$ cat src/rtl/phg_pkg.sv
`default_nettype none
// ============================================================================
// phg_pkg: shared types and constants for pursuit heading guidance
// Holds the transaction payload types, register indexes, reset values, the
// CORDIC arctangent table and the record passed from front end to back end.
// ============================================================================
package phg_pkg;

    // Default number of CORDIC micro-rotations.
    localparam int CORDIC_STEPS_DEF = 16;

    // Datapath widths.
    localparam int COORD_W = 32;
    localparam int DIFF_W  = 33;
    localparam int ANGLE_W = 16;
    localparam int DIST_W  = 32;
    localparam int GAIN_W  = 16;
    localparam int ACC_W   = 32;
    localparam int VEC_W   = 60;   // CORDIC x/y, difference scaled by 2^24 plus growth
    localparam int SQ_W    = 64;
    localparam int CFG_IDX_W = 2;
    localparam int CFG_DAT_W = 32;

    // Configuration register indexes.
    typedef enum logic [CFG_IDX_W-1:0] {
        REG_STEER_GAIN     = 2'd0,
        REG_CAPTURE_RADIUS = 2'd1
    } cfg_index_t;

    // Register reset values.
    localparam logic [GAIN_W-1:0] STEER_GAIN_RST     = 16'd6554;
    localparam logic [DIST_W-1:0] CAPTURE_RADIUS_RST = 32'd196608;

    // Largest sum of squares whose root still fits in 32 bits: (2^32-1)^2.
    localparam logic [SQ_W:0] SQ_LIMIT = 65'h0_FFFF_FFFE_0000_0001;

    // Arctangent of 2^-i in units of 2^-32 of a full turn.
    localparam logic [ACC_W-1:0] ATAN_UNITS [32] = '{
        32'h20000000, 32'h12E4051E, 32'h09FB385B, 32'h051111D4,
        32'h028B0D43, 32'h0145D7E1, 32'h00A2F61E, 32'h00517C55,
        32'h0028BE53, 32'h00145F2F, 32'h000A2F98, 32'h000517CC,
        32'h00028BE6, 32'h000145F3, 32'h0000A2FA, 32'h0000517D,
        32'h000028BE, 32'h0000145F, 32'h00000A30, 32'h00000518,
        32'h0000028C, 32'h00000146, 32'h000000A3, 32'h00000051,
        32'h00000029, 32'h00000014, 32'h0000000A, 32'h00000005,
        32'h00000003, 32'h00000001, 32'h00000001, 32'h00000000
    };

    // Input transaction payload.
    typedef struct packed {
        logic signed [COORD_W-1:0] chaser_x;
        logic signed [COORD_W-1:0] chaser_y;
        logic signed [COORD_W-1:0] goal_x;
        logic signed [COORD_W-1:0] goal_y;
    } in_item_t;

    // Output transaction payload.
    typedef struct packed {
        logic signed [ANGLE_W-1:0] new_heading;
        logic signed [ANGLE_W-1:0] bearing;
        logic        [DIST_W-1:0]  commanded_speed;
        logic                      intercepted;
    } out_item_t;

    // Configuration register values.
    typedef struct packed {
        logic [GAIN_W-1:0] steer_gain;
        logic [DIST_W-1:0] capture_radius;
    } cfg_t;

    // Work record handed from the front end to the back end.
    typedef struct packed {
        logic signed [DIFF_W-1:0] dx;
        logic signed [DIFF_W-1:0] dy;
        logic        [SQ_W-1:0]   sum_sq;
        logic                     far;        // distance saturates
        logic                     coincident; // dx = dy = 0
    } work_t;

    // Queue status seen by both sides.
    typedef struct packed {
        logic full;
        logic empty;
    } q_stat_t;

endpackage
`default_nettype wire

$ cat src/rtl/phg_cordic.sv
`default_nettype none
// ============================================================================
// phg_cordic: iterative vectoring CORDIC
// Turns the difference vector toward the x axis, one micro-rotation per cycle,
// and accumulates the angle in 32-bit binary angle units.
// ============================================================================
module phg_cordic #(
    parameter int CORDIC_STEPS = phg_pkg::CORDIC_STEPS_DEF
) (
    input  wire logic                                  clk,
    input  wire logic                                  rst_n,
    input  wire logic                                  start,
    input  wire logic signed [phg_pkg::DIFF_W-1:0]     dx,
    input  wire logic signed [phg_pkg::DIFF_W-1:0]     dy,
    output logic             [phg_pkg::ACC_W-1:0]      angle,
    output logic                                       done
);

    localparam int CNT_W = $clog2(CORDIC_STEPS);
    localparam logic [CNT_W-1:0] LAST = CNT_W'(CORDIC_STEPS - 1);

    logic signed [phg_pkg::VEC_W-1:0] x_reg;
    logic signed [phg_pkg::VEC_W-1:0] y_reg;
    logic        [phg_pkg::ACC_W-1:0] z_reg;
    logic        [CNT_W-1:0]          cnt_reg;
    logic                             busy_reg;
    logic                             done_reg;
    logic signed [phg_pkg::VEC_W-1:0] x_init;
    logic signed [phg_pkg::VEC_W-1:0] y_init;
    logic signed [phg_pkg::VEC_W-1:0] x_sh;
    logic signed [phg_pkg::VEC_W-1:0] y_sh;
    logic        [4:0]                idx;

    // Scale by 2^24 with sign extension.
    assign x_init = $signed({{3{dx[phg_pkg::DIFF_W-1]}}, dx, 24'd0});
    assign y_init = $signed({{3{dy[phg_pkg::DIFF_W-1]}}, dy, 24'd0});

    assign x_sh  = x_reg >>> cnt_reg;
    assign y_sh  = y_reg >>> cnt_reg;
    assign idx   = 5'(cnt_reg);
    assign angle = z_reg;
    assign done  = done_reg;

    // Control.
    always_ff @(posedge clk or negedge rst_n)
    begin
        if (!rst_n)
        begin
            busy_reg <= 1'b0;
            done_reg <= 1'b0;
            cnt_reg  <= '0;
        end
        else if (start)
        begin
            busy_reg <= 1'b1;
            done_reg <= 1'b0;
            cnt_reg  <= '0;
        end
        else if (busy_reg)
        begin
            if (cnt_reg == LAST)
            begin
                busy_reg <= 1'b0;
                done_reg <= 1'b1;
            end
            else
            begin
                cnt_reg <= cnt_reg + 1'b1;
            end
        end
    end

    // Vector and angle; a vector in the left half plane is first turned by pi.
    always_ff @(posedge clk)
    begin
        if (start)
        begin
            if (dx[phg_pkg::DIFF_W-1])
            begin
                x_reg <= -x_init;
                y_reg <= -y_init;
                z_reg <= 32'h8000_0000;
            end
            else
            begin
                x_reg <= x_init;
                y_reg <= y_init;
                z_reg <= '0;
            end
        end
        else if (busy_reg)
        begin
            if (!y_reg[phg_pkg::VEC_W-1])
            begin
                x_reg <= x_reg + y_sh;
                y_reg <= y_reg - x_sh;
                z_reg <= z_reg + phg_pkg::ATAN_UNITS[idx];
            end
            else
            begin
                x_reg <= x_reg - y_sh;
                y_reg <= y_reg + x_sh;
                z_reg <= z_reg - phg_pkg::ATAN_UNITS[idx];
            end
        end
    end

endmodule
`default_nettype wire

$ cat src/rtl/phg_isqrt.sv
`default_nettype none
// ============================================================================
// phg_isqrt: bit-serial integer square root
// Restoring digit-by-digit root of a 64-bit value, one root bit per cycle.
// ============================================================================
module phg_isqrt (
    input  wire logic                          clk,
    input  wire logic                          rst_n,
    input  wire logic                          start,
    input  wire logic [phg_pkg::SQ_W-1:0]      radicand,
    output logic      [phg_pkg::DIST_W-1:0]    root,
    output logic                               done
);

    logic [phg_pkg::SQ_W-1:0]   src_reg;
    logic [33:0]                rem_reg;
    logic [phg_pkg::DIST_W-1:0] root_reg;
    logic [4:0]                 cnt_reg;
    logic                       busy_reg;
    logic                       done_reg;
    logic [35:0]                rem_sh;
    logic [35:0]                trial;
    logic                       fits;

    assign rem_sh = {rem_reg, src_reg[phg_pkg::SQ_W-1 -: 2]};
    assign trial  = {2'b00, root_reg, 2'b01};
    assign fits   = (rem_sh >= trial);
    assign root   = root_reg;
    assign done   = done_reg;

    // Control: thirty-two steps.
    always_ff @(posedge clk or negedge rst_n)
    begin
        if (!rst_n)
        begin
            busy_reg <= 1'b0;
            done_reg <= 1'b0;
            cnt_reg  <= '0;
        end
        else if (start)
        begin
            busy_reg <= 1'b1;
            done_reg <= 1'b0;
            cnt_reg  <= '0;
        end
        else if (busy_reg)
        begin
            cnt_reg <= cnt_reg + 5'd1;
            if (cnt_reg == 5'd31)
            begin
                busy_reg <= 1'b0;
                done_reg <= 1'b1;
            end
        end
    end

    // Remainder and partial root.
    always_ff @(posedge clk)
    begin
        if (start)
        begin
            src_reg  <= radicand;
            rem_reg  <= '0;
            root_reg <= '0;
        end
        else if (busy_reg)
        begin
            src_reg <= {src_reg[phg_pkg::SQ_W-3:0], 2'b00};
            if (fits)
            begin
                rem_reg  <= 34'(rem_sh - trial);
                root_reg <= {root_reg[phg_pkg::DIST_W-2:0], 1'b1};
            end
            else
            begin
                rem_reg  <= rem_sh[33:0];
                root_reg <= {root_reg[phg_pkg::DIST_W-2:0], 1'b0};
            end
        end
    end

endmodule
`default_nettype wire

$ cat src/rtl/phg_back.sv
`default_nettype none
// ============================================================================
// phg_back: guidance back end
// Runs the CORDIC and the square root side by side on a queued item, then
// applies the proportional heading update and holds the result for output.
// ============================================================================
module phg_back #(
    parameter int CORDIC_STEPS = phg_pkg::CORDIC_STEPS_DEF
) (
    input  wire logic                 clk,
    input  wire logic                 rst_n,
    input  wire phg_pkg::cfg_t        cfg,
    input  wire phg_pkg::work_t       head,
    input  wire phg_pkg::q_stat_t     stat,
    output logic                      pop,
    output logic                      out_valid,
    input  wire logic                 out_ready,
    output phg_pkg::out_item_t        out_item
);

    typedef enum logic [3:0] {
        B_IDLE = 4'b0001,
        B_RUN  = 4'b0010,
        B_GAIN = 4'b0100,
        B_SEND = 4'b1000
    } back_state_t;

    back_state_t                         state_reg;
    back_state_t                         state_next;
    logic                                far_reg;
    logic                                coincident_reg;
    logic [phg_pkg::ANGLE_W-1:0]         heading_reg;
    logic [phg_pkg::ANGLE_W-1:0]         bearing_reg;
    logic [phg_pkg::DIST_W-1:0]          dist_reg;
    logic signed [32:0]                  prod_reg;
    logic                                out_valid_reg;
    phg_pkg::out_item_t                  out_item_reg;
    logic [phg_pkg::ACC_W-1:0]           angle;
    logic [phg_pkg::ACC_W-1:0]           angle_rnd;
    logic [phg_pkg::DIST_W-1:0]          root;
    logic                                cordic_done;
    logic                                sqrt_done;
    logic                                start;
    logic                                send;
    logic signed [phg_pkg::ANGLE_W-1:0]  err;
    logic signed [32:0]                  delta;
    logic [phg_pkg::ANGLE_W-1:0]         heading_w;

    assign start = (state_reg == B_IDLE) && !stat.empty;
    assign pop   = start;
    assign send  = (state_reg == B_SEND) && (!out_valid_reg || out_ready);

    phg_cordic #(
        .CORDIC_STEPS (CORDIC_STEPS)
    ) u_cordic (
        .clk   (clk),
        .rst_n (rst_n),
        .start (start),
        .dx    (head.dx),
        .dy    (head.dy),
        .angle (angle),
        .done  (cordic_done)
    );

    phg_isqrt u_isqrt (
        .clk      (clk),
        .rst_n    (rst_n),
        .start    (start),
        .radicand (head.sum_sq),
        .root     (root),
        .done     (sqrt_done)
    );

    // Bearing rounded half up to 16 bits.
    assign angle_rnd = angle + 32'h0000_8000;

    // Heading error wrapped by modulo-2^16 arithmetic, then scaled by the gain.
    assign err       = $signed(bearing_reg - heading_reg);
    assign delta     = prod_reg >>> 16;
    assign heading_w = heading_reg + delta[phg_pkg::ANGLE_W-1:0];

    // Sequencer.
    always_comb
    begin
        state_next = state_reg;
        unique case (state_reg)
            B_IDLE:
            begin
                if (!stat.empty)
                begin
                    state_next = B_RUN;
                end
            end
            B_RUN:
            begin
                if (cordic_done && sqrt_done)
                begin
                    state_next = B_GAIN;
                end
            end
            B_GAIN:
            begin
                state_next = B_SEND;
            end
            B_SEND:
            begin
                if (send)
                begin
                    state_next = B_IDLE;
                end
            end
            default:
            begin
                state_next = B_IDLE;
            end
        endcase
    end

    // Control state, kept heading and output valid.
    always_ff @(posedge clk or negedge rst_n)
    begin
        if (!rst_n)
        begin
            state_reg     <= B_IDLE;
            heading_reg   <= '0;
            out_valid_reg <= 1'b0;
        end
        else
        begin
            state_reg <= state_next;
            if (send)
            begin
                heading_reg   <= heading_w;
                out_valid_reg <= 1'b1;
            end
            else if (out_ready)
            begin
                out_valid_reg <= 1'b0;
            end
        end
    end

    // Payload registers.
    always_ff @(posedge clk)
    begin
        if (start)
        begin
            far_reg        <= head.far;
            coincident_reg <= head.coincident;
        end
        if ((state_reg == B_RUN) && cordic_done && sqrt_done)
        begin
            bearing_reg <= coincident_reg ? '0 : angle_rnd[phg_pkg::ACC_W-1 -: 16];
            dist_reg    <= far_reg ? '1 : root;
        end
        if (state_reg == B_GAIN)
        begin
            prod_reg <= $signed({1'b0, cfg.steer_gain}) * err;
        end
        if (send)
        begin
            out_item_reg.new_heading     <= heading_w;
            out_item_reg.bearing         <= bearing_reg;
            out_item_reg.commanded_speed <= dist_reg;
            out_item_reg.intercepted     <= (dist_reg < cfg.capture_radius);
        end
    end

    assign out_valid = out_valid_reg;
    assign out_item  = out_item_reg;

endmodule
`default_nettype wire

$ cat config.mk
export PLATFORM = sky130hd
export DESIGN_NAME = phg_back
export DESIGN_NICKNAME = d
export VERILOG_FILES = /design/src/rtl/phg_pkg.sv /design/src/rtl/phg_cordic.sv /design/src/rtl/phg_isqrt.sv /design/src/rtl/phg_back.sv
export SDC_FILE = /design/constraint.sdc
export NUM_CORES = 2
export LEC_CHECK = 0
export BUFFER_PORTS_ARGS = -buffer_cell sky130_fd_sc_hd__buf_2
export CORE_UTILIZATION = 43
export CTS_CLUSTER_DIAMETER = 30
export DETAILED_ROUTE_END_ITERATION = 10
export MAX_ROUTING_LAYER = met4
export PLACE_DENSITY = 0.64
export RECOVER_POWER = 100
export SYNTH_ARGS = -nofsm -noshare
export SYNTH_HDL_FRONTEND = slang
export SYNTH_SLANG_ARGS = --single-unit
$ cat constraint.sdc
create_clock -name clk -period 10.8 [get_ports clk]
set_input_delay 0 -clock clk [delete_from_list [all_inputs] [get_ports clk]]
set_output_delay 0 -clock clk [all_outputs]
set_load 0.05 [all_outputs]
# Word level (Yosys, flattened, before mapping)
# Memory sizes are Yosys's and may differ from the RTL's.
# Cells that the tools add are included.
[word_totals]
ff_bits = 463
romBits = 1024
in_bits = 185
memories = 1
[memory_table]
columns = ["memory", "words", "width", "read_ports", "rd_ports_with_merged_regs", "wr", "line", "source"]
rows = [
  ["(no name shown)", 32, 32, 1, 0, 0, "phg_cordic.sv:97", "z_reg <= z_reg + phg_pkg::ATAN_UNITS[idx];"],
]
[op_classes]
add_sub_neg = 14
n_mul = 1
order_cmp = 3
n_eq_ne = 10
shift = 2
mux = 41
bitwise = 1
reduce_logical = 17
[ops]
columns = ["operator", "n"]
rows = [
  ["$mux 60", 8],
  ["$mux 32", 6],
  ["$mux 64", 2],
  ["$add 60x60->60", 2],
  ["$neg 57->60", 2],
  ["$sshr 60x4->60", 2],
  ["$sub 60x60->60", 2],
  ["$ge 36x34->1", 1],
  ["$mux 34", 1],
  ["$sub 34x34->34", 1],
  ["$add 32x16->32 const B", 1],
  ["$add 32x32->32", 1],
  ["$lt 32x32->1", 1],
  ["$mul 17x16->32", 1],
  ["$sub 32x32->32", 1],
  ["$mux 4", 6],
  ["$add 16x16->16", 1],
  ["$pmux 4 s4", 1],
  ["$sub 16x16->16", 1],
  ["$mux 1", 15],
  ["$mux 5", 2],
  ["$reduce_bool 2->1", 5],
  ["$eq 4x4->1 const B", 2],
  ["$ne 2x2->1 const B", 4],
  ["other kinds (13)", 20],
]

# Depth between registers and ports, before layout
[depth]
depth_word = 8
depth_mapped = 36

# Modules after synthesis
# A second synthesis with hierarchy kept.
[hier_totals]
hier_cells = 5261
hier_area_um2 = 48724.2
[by_module_without_submodules]
columns = ["mod", "n_inst", "cells_per_inst", "area_per_inst_um2", "seq_area_each_um2"]
rows = [
  ["phg_cordic", 1, 2970, 25428.1, 4714.5],
  ["phg_back", 1, 1531, 15613.7, 4460.5],
  ["phg_isqrt", 1, 760, 7682.4, 3418.3],
]

# Worst setup path before layout
# Ideal clock, no wire load.
[synth_path]
kind = "reg2reg"
startpoint = "register bearing_reg[0] in the netlist's numbering"
endpoint = "register prod_reg[31], data pin"
setup_ps = 272
arrival_ps = 8210
required_time_ps = 10528
path_slack_ps = 2317
stages_incl_launch_ff = 35
synth_period_minus_slack_ps = 8483
path_cell_list = "edfxtp_1 > inv_1 > ha_1 > inv_1 > fa_1 > a21o_1 > a21oi_1 > o21bai_1 > a21oi_1 > o21bai_1 > a211oi_1 > o21ai_0 > a31o_2 > a21oi_1 > xnor2_1 > clkbuf_1 > and2_1 > fa_1 > fa_1 > fa_1 > fa_1 > fa_1 > inv_1 > fa_1 > inv_1 > ha_1 > a21o_1 > a21oi_1 > and3_1 > o21ai_0 > nor2b_1 > o311ai_0 > o21ai_0 > xnor2_1 > xnor2_1"
[synth_via]
elab_chain_cells = 2
[synth_rtl]
columns = ["element", "line", "source"]
rows = [
  ["start: declaration", "phg_back.sv:33", "logic [phg_pkg::ANGLE_W-1:0] bearing_reg;"],
  ["start signal: assignment", "phg_back.sv:153", "bearing_reg <= coincident_reg ? '0 : angle_rnd[phg_pkg::ACC_W-1 -: 16];"],
  ["$sub 16x16->16", "phg_back.sv:78", "assign err = $signed(bearing_reg - heading_reg);"],
  ["$mul 17x16->32", "phg_back.sv:158", "prod_reg <= $signed({1'b0, cfg.steer_gain}) * err;"],
  ["end signal: assignment", "phg_back.sv:158", ""],
  ["end: declaration", "phg_back.sv:35", "logic signed [32:0] prod_reg;"],
]
# Every way passes these cells.
# A chain may end at the register's enable or synchronous reset.

# Worst setup path after layout
[layout_path]
startpoint = "register u_cordic.cnt_reg[1]"
endpoint = "register u_cordic.y_reg[59] in the netlist's numbering, data pin"
[layout_via]
elab_chain_cells = 5
[layout_rtl]
columns = ["element", "line", "source"]
rows = [
  ["start: declaration", "phg_cordic.sv:25", "logic [CNT_W-1:0] cnt_reg;"],
  ["start signal: assignment", "phg_cordic.sv:68", "cnt_reg <= cnt_reg + 1'b1;"],
  ["$sshr 60x4->60 (*)", "phg_cordic.sv:38", "assign x_sh = x_reg >>> cnt_reg;"],
  ["$sub 60x60->60 or $add 60x60->60 (tied branches)", "phg_cordic.sv:96, phg_cordic.sv:102", ""],
  ["$mux 60 (*)", "phg_cordic.sv:93", "if (!y_reg[phg_pkg::VEC_W-1])"],
  ["$mux 60 (*)", "phg_cordic.sv:91", "else if (busy_reg)"],
  ["$mux 60 (*)", "phg_cordic.sv:76", "if (start)"],
  ["end signal: assignment", "phg_cordic.sv:81", "y_reg <= -y_init;"],
  ["end signal: assignment", "phg_cordic.sv:96", "y_reg <= y_reg - x_sh;"],
  ["end signal: assignment", "phg_cordic.sv:102", "y_reg <= y_reg + x_sh;"],
  ["end: declaration", "phg_cordic.sv:23", "logic signed [phg_pkg::VEC_W-1:0] y_reg;"],
]
# Every way passes the cells marked *; elsewhere a longest branch is shown, timed or not. The select of a mux whose other input is x is not followed.

==> key figures <==
Critical path
  – Crit-path max FO: 49
  – WP buf/inv: 1
  – Crit Path Category: reg -> reg
  – Kind of cell adding the most delay to the critical path: simple AND/OR/NAND/NOR gates
  – Critical-path cell list: clkbuf_1 > mux4_1 > mux2_2 > a21oi_1 > ha_1 > and2_0 > nand3_1 > nor3_1 > and2_0 > a21oi_1 > xnor2_1 > ha_1 > and4_1 > nand2_1 > nor4_1 > and2_0 > o2111ai_1 > nand2_1 > a21o_1 > o31a_1 > a41oi_1 > xnor2_1 > a21oi_1
  – Critical Path Source Type: register
  – Setup crit end kind: register
  – CP peak stage delay: 2.16 ns
  – Worst Path Arrival: 10.30 ns
  – Critical Path RT: 11.22 ns
  – Slowest stage cell, crit path: clkbuf_1

Timing
  – Final worst path period need: 9.89 ns
  – Setup violators final: 0
  – Rel. slew slack: -1.67
  – Final Hold Fails: 0
  – Setup TNS: 0 ns
  – Max-slew violations: 605
  – Worst clock skew: 0.0710 ns
  – Fmax: 101 MHz
  – RSZ-0062 raised after global routing: false
  – Crit share post-route: 0.915
  – Worst-margin pin slew: 4.01 ns

Floorplanning
  – Die footprint: 115,000 um^2
  – Site Rows: 123
  – Chip Height: 339 um
  – Core area: 113,000 um^2
  – Chip width: 339 um
  – IO Pins: 252
  – Initial Util: 0.434

Layout
  – Register area: 12,600 um^2
  – Number of flip-flops in the largest register: 65
  – Share of post-route cells with drive strength above 1: 0.115
  – Cell Count, Final, Fillers Out: 7,440
  – Layout Area Growth over Synthesis: 16.8%
  – Final nets: 6,586
  – Filler cells: 10.5k
  – Multi-input gate area: 33,400 um^2
  – Final Util: 0.507
  – N_diodes: 0

Clock network
  – Total CTS buffers: 121
  – CTS max path bufs: 3
  – CTS tree: done
  – Clk slew on worst S/H paths: 0.05 ns
  – Clk Latency, worst-skew pair: 0.72 ns
  – Clock root buffer: clkbuf_16
  – Post-CTS Hold Fix Bufs: 172
  – H-tree level count: 3
  – Post-CTS setup buffer count: 0
  – PostCTS Resize Cnt: 0
  – TritonCTS Sinks: 447

Flow run
  – Max Cap Viol: 12

Run status
  – Violated checks: max-capacitance violations, max-slew violations
  – Outcome: complete, but fails checks

Synthesis
  – Mapped Area: 48,900 um^2
  – Synth Instances: 5,519
  – EDFF count, synth: 347
  – Cell variety after synth: 105
  – Post-synthesis net count: 6,274
  – Seq/Total Area, Yosys: 0.258
  – Top_reg_cell synth: edfxtp_1
  – Leading area contributor after synthesis: edfxtp_1
  – Mean Syn Cell Area: 8.86 um^2
  – YS warnings: 0
  – Count leader, synth: nand2_1
  – Synth top area cells: edfxtp_1 (21%), ha_1 (9.5%), fa_1 (8.1%)
  – Post-synth top cells: nand2_1 (687), nor2_1 (442), inv_1 (422)
  – Share of the synthesized area in the top cell type: 0.213
  – Synth Register Bits: 447
  – Async set-reset flop share out of synthesis: 0.0761

Detailed routing
  – Vias: 42.6k
  – DRC violation total after the first TritonRoute iteration: 3,393
  – Final ANT Viol Nets: 0
  – Vias per cell: 5.72
  – Routed wire length: 145,000 um
  – DRC: 0
  – Drt pass-1 iters: 5
  – WL/cell: 19.5 um

Global routing
  – Initial antenna violation count: 1
  – Wire length of the first global-routing pass: 231,000 um
  – Total Routing Usage GR: 0.256
  – Vias in the first global route: 41.7k
  – Largest net degree at the start of global routing: 140
  – Total gr overflow: 0

Place
  – RD Place Congestion: 0.974
  – DP HPWL: 107,000 um
  – DP Cell Count: 7,036
  – # port buffers: 250

Hold path
  – Hold WC Path Type: in -> reg
==> metal layers <==
| layer | vias to the layer above | GRT usage | wire length, um |
|---|---|---|---|
| met5 | - | - | 0 |
| met4 | 0 | 0.0743 | 3780 |
| met3 | 236 | 0.0291 | 8360 |
| met2 | 1438 | 0.406 | 67800 |
| met1 | 20600 | 0.345 | 65300 |
| li1 | 20300 | - | - |
==> final cells by class <==
cell class              count  area share
clock inverters            92      0.0211
clock buffers             140      0.0552
inverters                 426      0.0282
well taps                1500      0.0329
flip-flops and latches    447       0.221
repair buffers            468      0.0563
multi-input cells        4367       0.585
==> logic make-up after synthesis <==
| logic type | after synthesis | share of synthesized area |
|---|---|---|
| AO/OA/AOI/OAI | 1255 | 0.163 |
| adder cells (fa/ha/maj) | 570 | 0.176 |
| buffers and inverters | 705 | 0.0590 |
| flip-flops | 447 | 0.258 |
| AND/OR/NAND/NOR | 1788 | 0.171 |
| XOR/XNOR | 414 | 0.0745 |
| multiplexers | 340 | 0.0991 |
==> path summary, 6_finish.rpt <==
path                            slack (ns)                  to                start  cells after the start
worst min-delay path                  0.08      coincident_reg              head[0]                      2
min in group asynchronous             0.60  u_isqrt.cnt_reg[3]                rst_n                      3
max in group asynchronous             7.89    u_isqrt.busy_reg                rst_n                      4
worst max-delay path                  0.91  u_cordic.y_reg[59]  u_cordic.cnt_reg[1]                     23
worst min register to register        0.44         out_item[1]          dist_reg[0]                      0
worst max register to register        0.91  u_cordic.y_reg[59]  u_cordic.cnt_reg[1]                     23
==> per-stage QoR <==
stage	worst slack [ns]	instance area [um^2]	hold WS (ns)
after floorplan	2.32	48900	-0.296
after global placement	1.34	51200	0.178
after detailed placement	1.20	51200	0.180
after CTS	1.13	57300	0.0415
after global routing	0.396	57100	0.0672
final	0.914	57100	0.0765
==> cells in the final DEF (no fill, tap or decap), types with 52 or more instances in the layout <==
cell type / count
buf_2: 182
clkbuf_1: 96
edfxtp_1: 347
a31oi_1: 85
mux2i_1: 151
nand2_1: 686
nand3_1: 91
xnor2_1: 242
mux4_2: 92
o21ai_0: 272
or2_2: 57
xor2_1: 165
nor2b_1: 52
a211oi_1: 56
mux2_2: 74
fa_1: 198
clkbuf_16: 121
dlygate4sd3_1: 171
nor2_1: 443
a21oi_1: 372
dfxtp_1: 66
a21o_1: 140
nor3_1: 78
ha_1: 372
and2_1: 115
inv_1: 418
Power is left out: the tool's default activity adds up to more than one toggle a clock period on the data nets, which glitch-free logic cannot reach.
